==> src/rectangle_raster_canvas_unit_assert.svh <==
// assertion macros for the canvas rasterizer, sampled on clk, quiet in reset
`ifndef RECTANGLE_RASTER_CANVAS_UNIT_ASSERT_SVH
`define RECTANGLE_RASTER_CANVAS_UNIT_ASSERT_SVH

// property that must hold at every edge
`define RRC_ASSERT_ALWAYS(label, expr) \
    label: assert property (@(posedge clk) disable iff (!rst_n) (expr)) \
        else $error("canvas check failed");

// consequent must hold after the antecedent, as a non-overlapping implication
`define RRC_ASSERT_NEXT(label, ante, cons) \
    label: assert property (@(posedge clk) disable iff (!rst_n) (ante) |=> (cons)) \
        else $error("canvas sequence check failed");

`endif

==> src/rrc_pkg.sv <==
`default_nettype none

package rrc_pkg;

    localparam int MAX_SIDE_DEF      = 512;
    localparam int FRACTION_BITS_DEF = 8;

    localparam int COORD_W = 24;
    localparam int SYM_W   = 8;
    localparam int CFG_W   = 10;
    localparam int POS_W   = 9;

    typedef logic [1:0] kind_t;
    localparam kind_t KIND_DRAW  = 2'd0;
    localparam kind_t KIND_READ  = 2'd1;
    localparam kind_t KIND_CLEAR = 2'd2;

    typedef logic [1:0] cfg_index_t;
    localparam cfg_index_t CFG_CANVAS_WIDTH      = 2'd0;
    localparam cfg_index_t CFG_CANVAS_HEIGHT     = 2'd1;
    localparam cfg_index_t CFG_BACKGROUND_SYMBOL = 2'd2;

    localparam logic [CFG_W-1:0] WIDTH_RESET      = 10'd1;
    localparam logic [CFG_W-1:0] HEIGHT_RESET     = 10'd1;
    localparam logic [SYM_W-1:0] BACKGROUND_RESET = 8'd32;

    typedef struct packed {
        kind_t                     kind;
        logic                      filled;
        logic signed [COORD_W-1:0] rect_x;
        logic signed [COORD_W-1:0] rect_y;
        logic signed [COORD_W-1:0] rect_width;
        logic signed [COORD_W-1:0] rect_height;
        logic [SYM_W-1:0]          draw_symbol;
        logic [POS_W-1:0]          read_row;
        logic [POS_W-1:0]          read_column;
    } item_t;

    typedef struct packed {
        logic             status;
        logic [SYM_W-1:0] pixel_value;
    } result_t;

    // coverage of one pixel coordinate against one axis of the rectangle
    typedef struct packed {
        logic covered;
        logic near;
    } span_t;

endpackage

`default_nettype wire

==> src/rrc_edge_unit.sv <==
`default_nettype none

module rrc_edge_unit #(
    parameter int DATA_W        = 27,
    parameter int FRACTION_BITS = 8
) (
    input  wire logic signed [DATA_W-1:0] pos,
    input  wire logic signed [DATA_W-1:0] lo,
    input  wire logic signed [DATA_W-1:0] hi,
    output rrc_pkg::span_t                span
);
    import rrc_pkg::*;

    localparam logic signed [DATA_W-1:0] ONE = DATA_W'(1) << FRACTION_BITS;

    logic signed [DATA_W-1:0] d_lo;
    logic signed [DATA_W-1:0] d_hi;

    // distance to the low and the high edge of the closed interval
    assign d_lo = pos - lo;
    assign d_hi = hi - pos;

    assign span.covered = !d_lo[DATA_W-1] && !d_hi[DATA_W-1];
    assign span.near    = (d_lo < ONE) || (d_hi < ONE);

endmodule

`default_nettype wire

==> config.mk <==
export PLATFORM = sky130hd
export DESIGN_NAME = rrc_edge_unit
export DESIGN_NICKNAME = d
export VERILOG_FILES = /design/src/rectangle_raster_canvas_unit_assert.svh /design/src/rrc_pkg.sv /design/src/rrc_edge_unit.sv
export SDC_FILE = /design/constraint.sdc
export NUM_CORES = 1
export LEC_CHECK = 0
export ABC_AREA = 1
export BUFFER_PORTS_ARGS = -buffer_cell sky130_fd_sc_hd__buf_2
export CAP_MARGIN = 30
export CORE_MARGIN = 5
export CORE_UTILIZATION = 36
export DETAILED_ROUTE_END_ITERATION = 7
export SYNTH_ARGS = -nofsm -noshare
export SYNTH_HDL_FRONTEND = slang
export SYNTH_SLANG_ARGS = --single-unit
==> constraint.sdc <==
create_clock -name vclk -period 4
set_input_delay 0.4 -clock vclk [all_inputs]
set_output_delay 0.4 -clock vclk [all_outputs]
set_load 0.05 [all_outputs]
==> run metrics, run 1 <==
Port Buffers=83; storage element area=0 µm²; Final Hold Viols=0; number of endpoints failing setup at the final stage=0; setup repair after global routing missed its margin=false; max-slew violation count=0; fraction of post-synthesis cell area in the top cell type by area=29.9%; average detailed-routed wire length per instance=12.1 µm; leak pwr=2.85 nW; via count of the first global-routing pass=4647; global-route total usage across every layer=19.0%; Worst path max stage delay=340 ps; wire length of the first global-routing pass=20.5 mm; post-synth cell types=26; max frequency=336 MHz; leading post-synthesis cells by cell area=sky130_fd_sc_hd__nand2_1, sky130_fd_sc_hd__inv_1, sky130_fd_sc_hd__ha_1; cell repeated most along the worst path=sky130_fd_sc_hd__nand2_1; startpoint kind of the worst setup timing path=input pin; number of clock buffer instances in the layout=0; detailed-route DRC error count=0; worst setup path startpoint=pos[9]; Die Span X=112 µm; ANT cells=0; layout cell share with drive strength beyond 1=11.4%; dominant delay contributor by cell family on the critical path=simple AND/OR/NAND/NOR gates; met1 Usage GRT=23.4%; actual transition at the worst max-transition pin=357 ps; worst ir drop on vdd=0.0409 mV; overall overflow remaining after global route=0; Detailed Route Iter0 Violations=256; CTS hold repair buffers=0; minimum period implied by the final worst setup slack=2970 ps; Core Region=0.0103 mm²; part of the cycle the worst path needs=74.3%; post-cts gate resize count=0; Final HPWL DP=11.1 mm; antenna violations before repair=0; met3 Track Usage GR=0.701%; Mapped Nets=923; stages on the worst setup path=14; Worst path slowest cell=sky130_fd_sc_hd__ha_1; GPL Wtd Cong=0.905; Syn Std Cell Area=0.00377 mm²; area growth from synthesis to final layout=15.5%; Critical Path Sink=span[0]; Detail Route Antenna Nets=0; met2 Use GR=37.1%; via density per instance=4.72; cells along the critical path=buf_2, inv_1, ha_1, nand2_1, inv_1, a21oi_1, nand2_1, nand2_1, nand2_1, a21oi_1, xor2_1, nor2_2, nand3_1, buf_2; critical path endpoint category=output port; synthesized area per cell=4.76 µm²; data required time of the worst path=3600 ps; maxcap violations=0; routed wire length=12.2 mm; dominant cell type by area after synthesis=sky130_fd_sc_hd__nand2_1; Initial Util=36.7%; number of nets at the end of the flow=1008; pin count of the biggest net entering global routing=7; Seq Cell Count=0; site row count=37; post-synthesis sequential area ratio=0%; gate count after technology mapping=792; status=complete, no violations; cell with the most instances after synthesis=sky130_fd_sc_hd__nand2_1; Total Die Area=0.0126 mm²; first-pass iteration count of the detailed router=5; top cell types by occurrence after synthesis=sky130_fd_sc_hd__nand2_1, sky130_fd_sc_hd__inv_1, sky130_fd_sc_hd__nor2_1; Relative slew margins=76.0%; setup bufs post-CTS=0; warnings from Yosys=0; number of I/O pins=83; critical path buffer and inverter count=4; via count=4774; Hold Crit Class=input pin to output port; gr busiest metal=met2; arrival time of the worst setup path=2570 ps; Crit Path Category=input pin to output port; die outline height=112 µm; Total Negative Setup Slacks=0 ps; final core utilization=42.4%; Max FO, Critical Path=4; power density over the cells=141 mW/mm²
==> placed cells by master, fill, tap and decap left out <==
cell type                  count
sky130_fd_sc_hd__nand2_1     300
sky130_fd_sc_hd__inv_1       183
sky130_fd_sc_hd__buf_2        83
sky130_fd_sc_hd__nor2_1       80
sky130_fd_sc_hd__ha_1         50
sky130_fd_sc_hd__nand3_1      48
sky130_fd_sc_hd__a21oi_1      48
sky130_fd_sc_hd__nand4_1      18
sky130_fd_sc_hd__o21ai_0      11
sky130_fd_sc_hd__xor2_1        7
sky130_fd_sc_hd__o21bai_1      7
sky130_fd_sc_hd__nand2_2       6
sky130_fd_sc_hd__nor3_1        6
sky130_fd_sc_hd__nand3b_1      5
sky130_fd_sc_hd__nor2_2        3
sky130_fd_sc_hd__o21a_1        3
sky130_fd_sc_hd__nor3_2        3
sky130_fd_sc_hd__a21oi_2       2
sky130_fd_sc_hd__inv_2         2
sky130_fd_sc_hd__and2_1        2
sky130_fd_sc_hd__o21ai_1       2
sky130_fd_sc_hd__nor4_1        1
sky130_fd_sc_hd__nor2_4        1
sky130_fd_sc_hd__o211ai_1      1
sky130_fd_sc_hd__xnor2_1       1
sky130_fd_sc_hd__and2_0        1
sky130_fd_sc_hd__clkinv_1      1
==> cell type report <==
type	instances	area, µm²
timing repair buffer	83	415
tap	136	170
multi-input combinational	606	3070
fill	1250	5920
inverter	186	698
==> per-stage QoR <==
| stage | setup WS (ps) | hold slack [ps] | cells | instance area, µm² | power, mW |
|---|---|---|---|---|---|
| detailed placement | 1050 | 1400 | 1011 | 4350 | 0.606 |
| global placement | 1030 | 1400 | 1011 | 4350 | 0.608 |
| global route | 797 | 1450 | 1011 | 4350 | 0.701 |
| floorplan | 1060 | 1160 | 792 | 3770 | 0.442 |
| CTS | 1040 | 1400 | 1011 | 4350 | 0.609 |
| finish | 1030 | 1400 | 1011 | 4350 | 0.613 |
==> kinds of logic (layout without fill, tap and decap cells) <==
kind of cell               after synthesis  count (layout)  synth area share (%)
buffers and inverters                  186             269                  18.5
AOI/OAI and AO/OA                       74              74                  10.8
xor gates and xnor gates                 8               8                  1.86
and+or+nand+nor                        474             474                  52.3
adders and majority gates               50              50                  16.6
==> metal layers <==
metal / vias to the layer above / wire length (µm) / share of wire [%]
met5: - / 0 / 0
met2: 77 / 6300 / 51
met4: 0 / 173 / 1.4
met1: 2082 / 5380 / 44
li1: 2603 / - / -
met3: 12 / 388 / 3.2
==> power by group <==
part / leakage [nW] / internal (mW) / switching (mW) / total (mW)
sequential: 0 / 0 / 0 / 0
combinational: 2.85 / 0.219 / 0.394 / 0.613
clock: 0 / 0 / 0 / 0
==> how the worst min path moves through the flow <==
stage                     cells after the start    from       to  slack [ps]
after detailed placement                      5  lo[26]  span[1]        1400
final                                         5  lo[26]  span[1]        1400
after global placement                        5  hi[26]  span[1]        1400
after CTS                                     5  lo[26]  span[1]        1400
after global routing                          5  lo[26]  span[1]        1450
after floorplan                               3  hi[26]  span[1]        1160
No activity file was read; power rests on OpenSTA's default activity.
==> run 2, diff against run 1 <==
Clock period 4 ns to 3.1 ns, I/O delays scaled along.
==> run metrics, run 2 (synthesis gave the netlist of run 1 again) <==
status=complete, no violations (unchanged); arrival time of the worst setup path=2480 ps (was 2570 ps); pin count of the biggest net entering global routing=7 (unchanged); critical path endpoint category=output port (unchanged); Initial Util=36.7% (unchanged); leak pwr=2.85 nW (unchanged); Hold Crit Class=input pin to output port (unchanged); maxcap violations=0 (unchanged); Die Span X=112 µm (unchanged); actual transition at the worst max-transition pin=339 ps (was 357 ps); Total Die Area=0.0126 mm² (unchanged); Total Negative Setup Slacks=0 ps (unchanged); post-cts gate resize count=0 (unchanged); average detailed-routed wire length per instance=12.0 µm (was 12.1 µm); Max FO, Critical Path=4 (unchanged); via count=4750 (was 4774); antenna violations before repair=0 (unchanged); part of the cycle the worst path needs=89.9%; power density over the cells=181 mW/mm² (was 141 mW/mm²); global-route total usage across every layer=18.9% (was 19.0%); number of instances on the worst hold path=5 (unchanged); setup bufs post-CTS=0 (unchanged); area growth from synthesis to final layout=15.5% (unchanged); data required time of the worst path=2790 ps (was 3600 ps); Final Hold Viols=0 (unchanged); number of clock buffer instances in the layout=0 (unchanged); site row count=37 (unchanged); ANT cells=0 (unchanged); most common library cell in the layout ignoring fill and taps=sky130_fd_sc_hd__nand2_1 (unchanged); number of endpoints failing setup at the final stage=0 (unchanged); Detail Route Antenna Nets=0 (unchanged); Relative slew margins=77.1% (was 76.0%); Crit Path Category=input pin to output port (unchanged); GPL Wtd Cong=0.907 (was 0.905); layout cell share with drive strength beyond 1=11.4% (unchanged); overall overflow remaining after global route=0 (unchanged); Core Region=0.0103 mm² (unchanged); Port Buffers=83 (unchanged); number of nets at the end of the flow=1008 (unchanged); worst ir drop on vdd=0.0448 mV (was 0.0409 mV); minimum period implied by the final worst setup slack=2790 ps; Final HPWL DP=11.1 mm (about the same); storage element area=0 µm² (unchanged); startpoint kind of the worst setup timing path=input pin (unchanged); Seq Cell Count=0 (unchanged); overall power of the completed layout=0.788 mW (was 0.613 mW); max-slew violation count=0 (unchanged); max frequency=359 MHz; number of I/O pins=83 (unchanged); via density per instance=4.70 (was 4.72); leading cell types in the layout, fill and taps excluded=sky130_fd_sc_hd__nand2_1, sky130_fd_sc_hd__inv_1, sky130_fd_sc_hd__buf_2, sky130_fd_sc_hd__nor2_1, sky130_fd_sc_hd__ha_1 (unchanged); routed wire length=12.1 mm (was 12.2 mm); detailed-route DRC error count=0 (unchanged); first-pass iteration count of the detailed router=5 (unchanged); CTS hold repair buffers=0 (unchanged); via count of the first global-routing pass=4690 (was 4647); die outline height=112 µm (unchanged); wire length of the first global-routing pass=20.4 mm (was 20.5 mm); setup repair after global routing missed its margin=false (unchanged); Detailed Route Iter0 Violations=211 (was 256)
run 2: cell counts in the layout (fill, tap and decap cells not counted):
Identical to the previous run, type by type.
run 2: critical path, cell delays in order:
cell and delay [ps]:
sky130_fd_sc_hd__buf_2 100, sky130_fd_sc_hd__inv_1 50, sky130_fd_sc_hd__ha_1 350, sky130_fd_sc_hd__nand2_1 160, sky130_fd_sc_hd__inv_1 60, sky130_fd_sc_hd__a21oi_1 290, sky130_fd_sc_hd__nand2_1 140, sky130_fd_sc_hd__nand2_1 110
sky130_fd_sc_hd__nand2_1 90, sky130_fd_sc_hd__a21oi_1 190, sky130_fd_sc_hd__xor2_1 200, sky130_fd_sc_hd__nor2_2 70, sky130_fd_sc_hd__nand3_1 100, sky130_fd_sc_hd__buf_2 270
run 2: metal layers:
metal  vias to the layer above  GRT usage (%)  part of all wire, %
met5                         -              0                    0
met4                         0           3.13                  1.7
met3                        16          0.701                  2.2
met2                        69           36.6                   51
met1                      2060           23.2                   45
li1                       2605              -                    -
run 2: area by class of cell:
class	instances	area, µm²
fillers	1292	5920
inverters	186	698
multi-input cells	606	3070
well taps	136	170
repair buffers	83	415
run 2: through the flow:
step	setup WS (ps)	hold WS [ps]	util (%)	cell area (µm²)	instances
floorplan	336	980	-	3770	792
global route	97.9	1260	42.4	4350	1011
finish	314	1220	42.4	4350	1011
CTS	304	1220	42.4	4350	1011
global placement	308	1220	42.4	4350	1011
detailed placement	308	1220	42.4	4350	1011
run 2: worst paths after layout:
path | start | endpoint | slack [ps]
max | pos[9] | span[0] | 310
min | lo[26] | span[1] | 1220
run 2: where the power goes:
| part | total, mW | switching, mW | internal (mW) | leakage [nW] |
|---|---|---|---|---|
| Clock | 0 | 0 | 0 | 0 |
| Combinational | 0.788 | 0.506 | 0.282 | 2.85 |
| Sequential | 0 | 0 | 0 | 0 |
==> run 3, diff against run 2 <==
Settings changed: ABC_CLOCK_PERIOD_IN_PS set to 3100, CORE_UTILIZATION 36 to 43, PLACE_DENSITY set to 0.66.
==> run metrics, run 3 (synthesis gave the netlist of run 1 again) <==
Die Span X=104 µm (was 112 µm); area of all placed cells without fillers=0.00433 mm² (was 0.00435 mm²); wire length of the first global-routing pass=19.3 mm (was 20.4 mm); post-route setup slack=305 ps (was 314 ps); first-pass iteration count of the detailed router=4 (was 5); arrival time of the worst setup path=2480 ps (about the same); global-route total usage across every layer=20.4% (was 18.9%); via count of the first global-routing pass=4536 (was 4690); max frequency=358 MHz (was 359 MHz); Core Region=0.00864 mm² (was 0.0103 mm²); met1 Usage GRT=25.3% (was 23.2%); ANT cells=0 (unchanged); cells along the critical path=buf_2, ha_1, nand2_1, inv_1, a21oi_1, inv_1, nor2_1, nand2_1, nand2_1, nand2_1, inv_1, nand2_1, nor2_1, nand2_1, nor2_1, nand2_1, nand3_1, buf_2 (was buf_2, inv_1, ha_1, nand2_1, inv_1, a21oi_1, nand2_1, nand2_1, nand2_1, a21oi_1, xor2_1, nor2_2, nand3_1, buf_2); multi-input logic area=0.00307 mm² (unchanged); storage element area=0 µm² (unchanged); Worst path max stage delay=370 ps (was 350 ps); final core utilization=50.2% (was 42.4%); part of the cycle the worst path needs=90.1% (was 89.9%); Placed Cells=985 (was 1011); most common library cell in the layout ignoring fill and taps=sky130_fd_sc_hd__nand2_1 (unchanged); hold path start=hi[26] (was lo[26]); Max FO, Critical Path=5 (was 4); post-cts gate resize count=0 (unchanged); number of instances on the worst hold path=5 (unchanged); Hold Crit Class=input pin to output port (unchanged); met2 Use GR=38.9% (was 36.6%); worst ir drop on vdd=0.0511 mV (was 0.0448 mV); gr busiest metal=met2 (unchanged); via count=4769 (was 4750); Post-Place Setup Slack=312 ps (was 308 ps); count of placed standard cells in the final layout, fillers left out=985 (was 1011); setup bufs post-CTS=0 (unchanged); startpoint kind of the worst setup timing path=input pin (unchanged); worst slack on hold paths=1210 ps (was 1220 ps); dominant delay contributor by cell family on the critical path=simple AND/OR/NAND/NOR gates (unchanged); antenna violations before repair=0 (unchanged); maxcap violations=0 (unchanged); critical path endpoint category=output port (unchanged); site row count=34 (was 37); layout cell share with drive strength beyond 1=11.6% (was 11.4%); area growth from synthesis to final layout=15.0% (was 15.5%); max-slew violation count=0 (unchanged); pin count of the biggest net entering global routing=7 (unchanged); Detailed Route Iter0 Violations=162 (was 211); Post-DP Area=0.00433 mm² (was 0.00435 mm²); Final Hold Viols=0 (unchanged); Final HPWL DP=10.5 mm (was 11.1 mm); number of endpoints failing setup at the final stage=0 (unchanged); fill cell total of the finished layout=1024 (was 1292); overall overflow remaining after global route=0 (unchanged); number of I/O pins=83 (unchanged); power density over the cells=181 mW/mm² (about the same); critical path buffer and inverter count=5 (was 4); number of nets at the end of the flow=1010 (was 1008); capture endpoint of the worst hold path=span[1] (unchanged); Worst path slowest cell=sky130_fd_sc_hd__ha_1 (unchanged); met3 Track Usage GR=1.18% (was 0.701%); routed wire length=11.5 mm (was 12.1 mm); number of clock buffer instances in the layout=0 (unchanged); Seq Cell Count=0 (unchanged); GPL Wtd Cong=0.943 (was 0.907); overall power of the completed layout=0.784 mW (was 0.788 mW); actual transition at the worst max-transition pin=361 ps (was 339 ps); CTS hold repair buffers=0 (unchanged); detailed-route DRC error count=0 (unchanged); Crit Path Category=input pin to output port (unchanged); Relative slew margins=75.7% (was 77.1%); Total Negative Setup Slacks=0 ps (unchanged); average detailed-routed wire length per instance=11.7 µm (was 12.0 µm); cell repeated most along the worst path=sky130_fd_sc_hd__nand2_1 (unchanged); Port Buffers=83 (unchanged); status=complete, no violations (unchanged); setup repair after global routing missed its margin=false (unchanged); leak pwr=2.86 nW (was 2.85 nW); via density per instance=4.84 (was 4.70); Total Die Area=0.0107 mm² (was 0.0126 mm²); Detail Route Antenna Nets=0 (unchanged); data required time of the worst path=2790 ps (about the same); minimum period implied by the final worst setup slack=2790 ps (about the same); die outline height=104 µm (was 112 µm); Initial Util=43.6% (was 36.7%); leading cell types in the layout, fill and taps excluded=sky130_fd_sc_hd__nand2_1, sky130_fd_sc_hd__inv_1, sky130_fd_sc_hd__buf_2, sky130_fd_sc_hd__nor2_1, sky130_fd_sc_hd__ha_1 (unchanged)
run 3: cell count changes in the layout (fill, tap and decap cells not counted):
cell,change
sky130_fd_sc_hd__buf_4,+2
run 3: how the worst max path moves through the flow:
stage / startpoint / end / slack, ps / depth (start not counted)
after CTS: pos[8] / span[0] / 310 / 16
after global routing: lo[11] / span[0] / 20 / 19
final: pos[11] / span[0] / 310 / 18
after floorplan: pos[9] / span[0] / 340 / 12
after detailed placement: pos[8] / span[0] / 310 / 16
after global placement: pos[8] / span[0] / 320 / 16
run 3: area by class of cell:
| class | instances | area share [%] |
|---|---|---|
| multi-input combinational | 606 | 70.8 |
| inverter | 186 | 16.1 |
| timing repair buffer | 85 | 9.93 |
| tap | 108 | 3.12 |
run 3: report_power, final:
part	switching [mW]	internal [mW]
Clock	0	0
Sequential	0	0
Combinational	0.500	0.285
run 3: worst min-delay path: stages:
cell and delay (ps):
sky130_fd_sc_hd__buf_2 80, sky130_fd_sc_hd__xor2_1 60, sky130_fd_sc_hd__xor2_1 180, sky130_fd_sc_hd__nor2_2 60
sky130_fd_sc_hd__buf_2 210
run 3: routing by layer:
layer	routed length (µm)	vias to the layer above
li1	-	2607
met3	349	16
met2	5880	88
met4	133	0
met1	5170	2058
met5	0	-
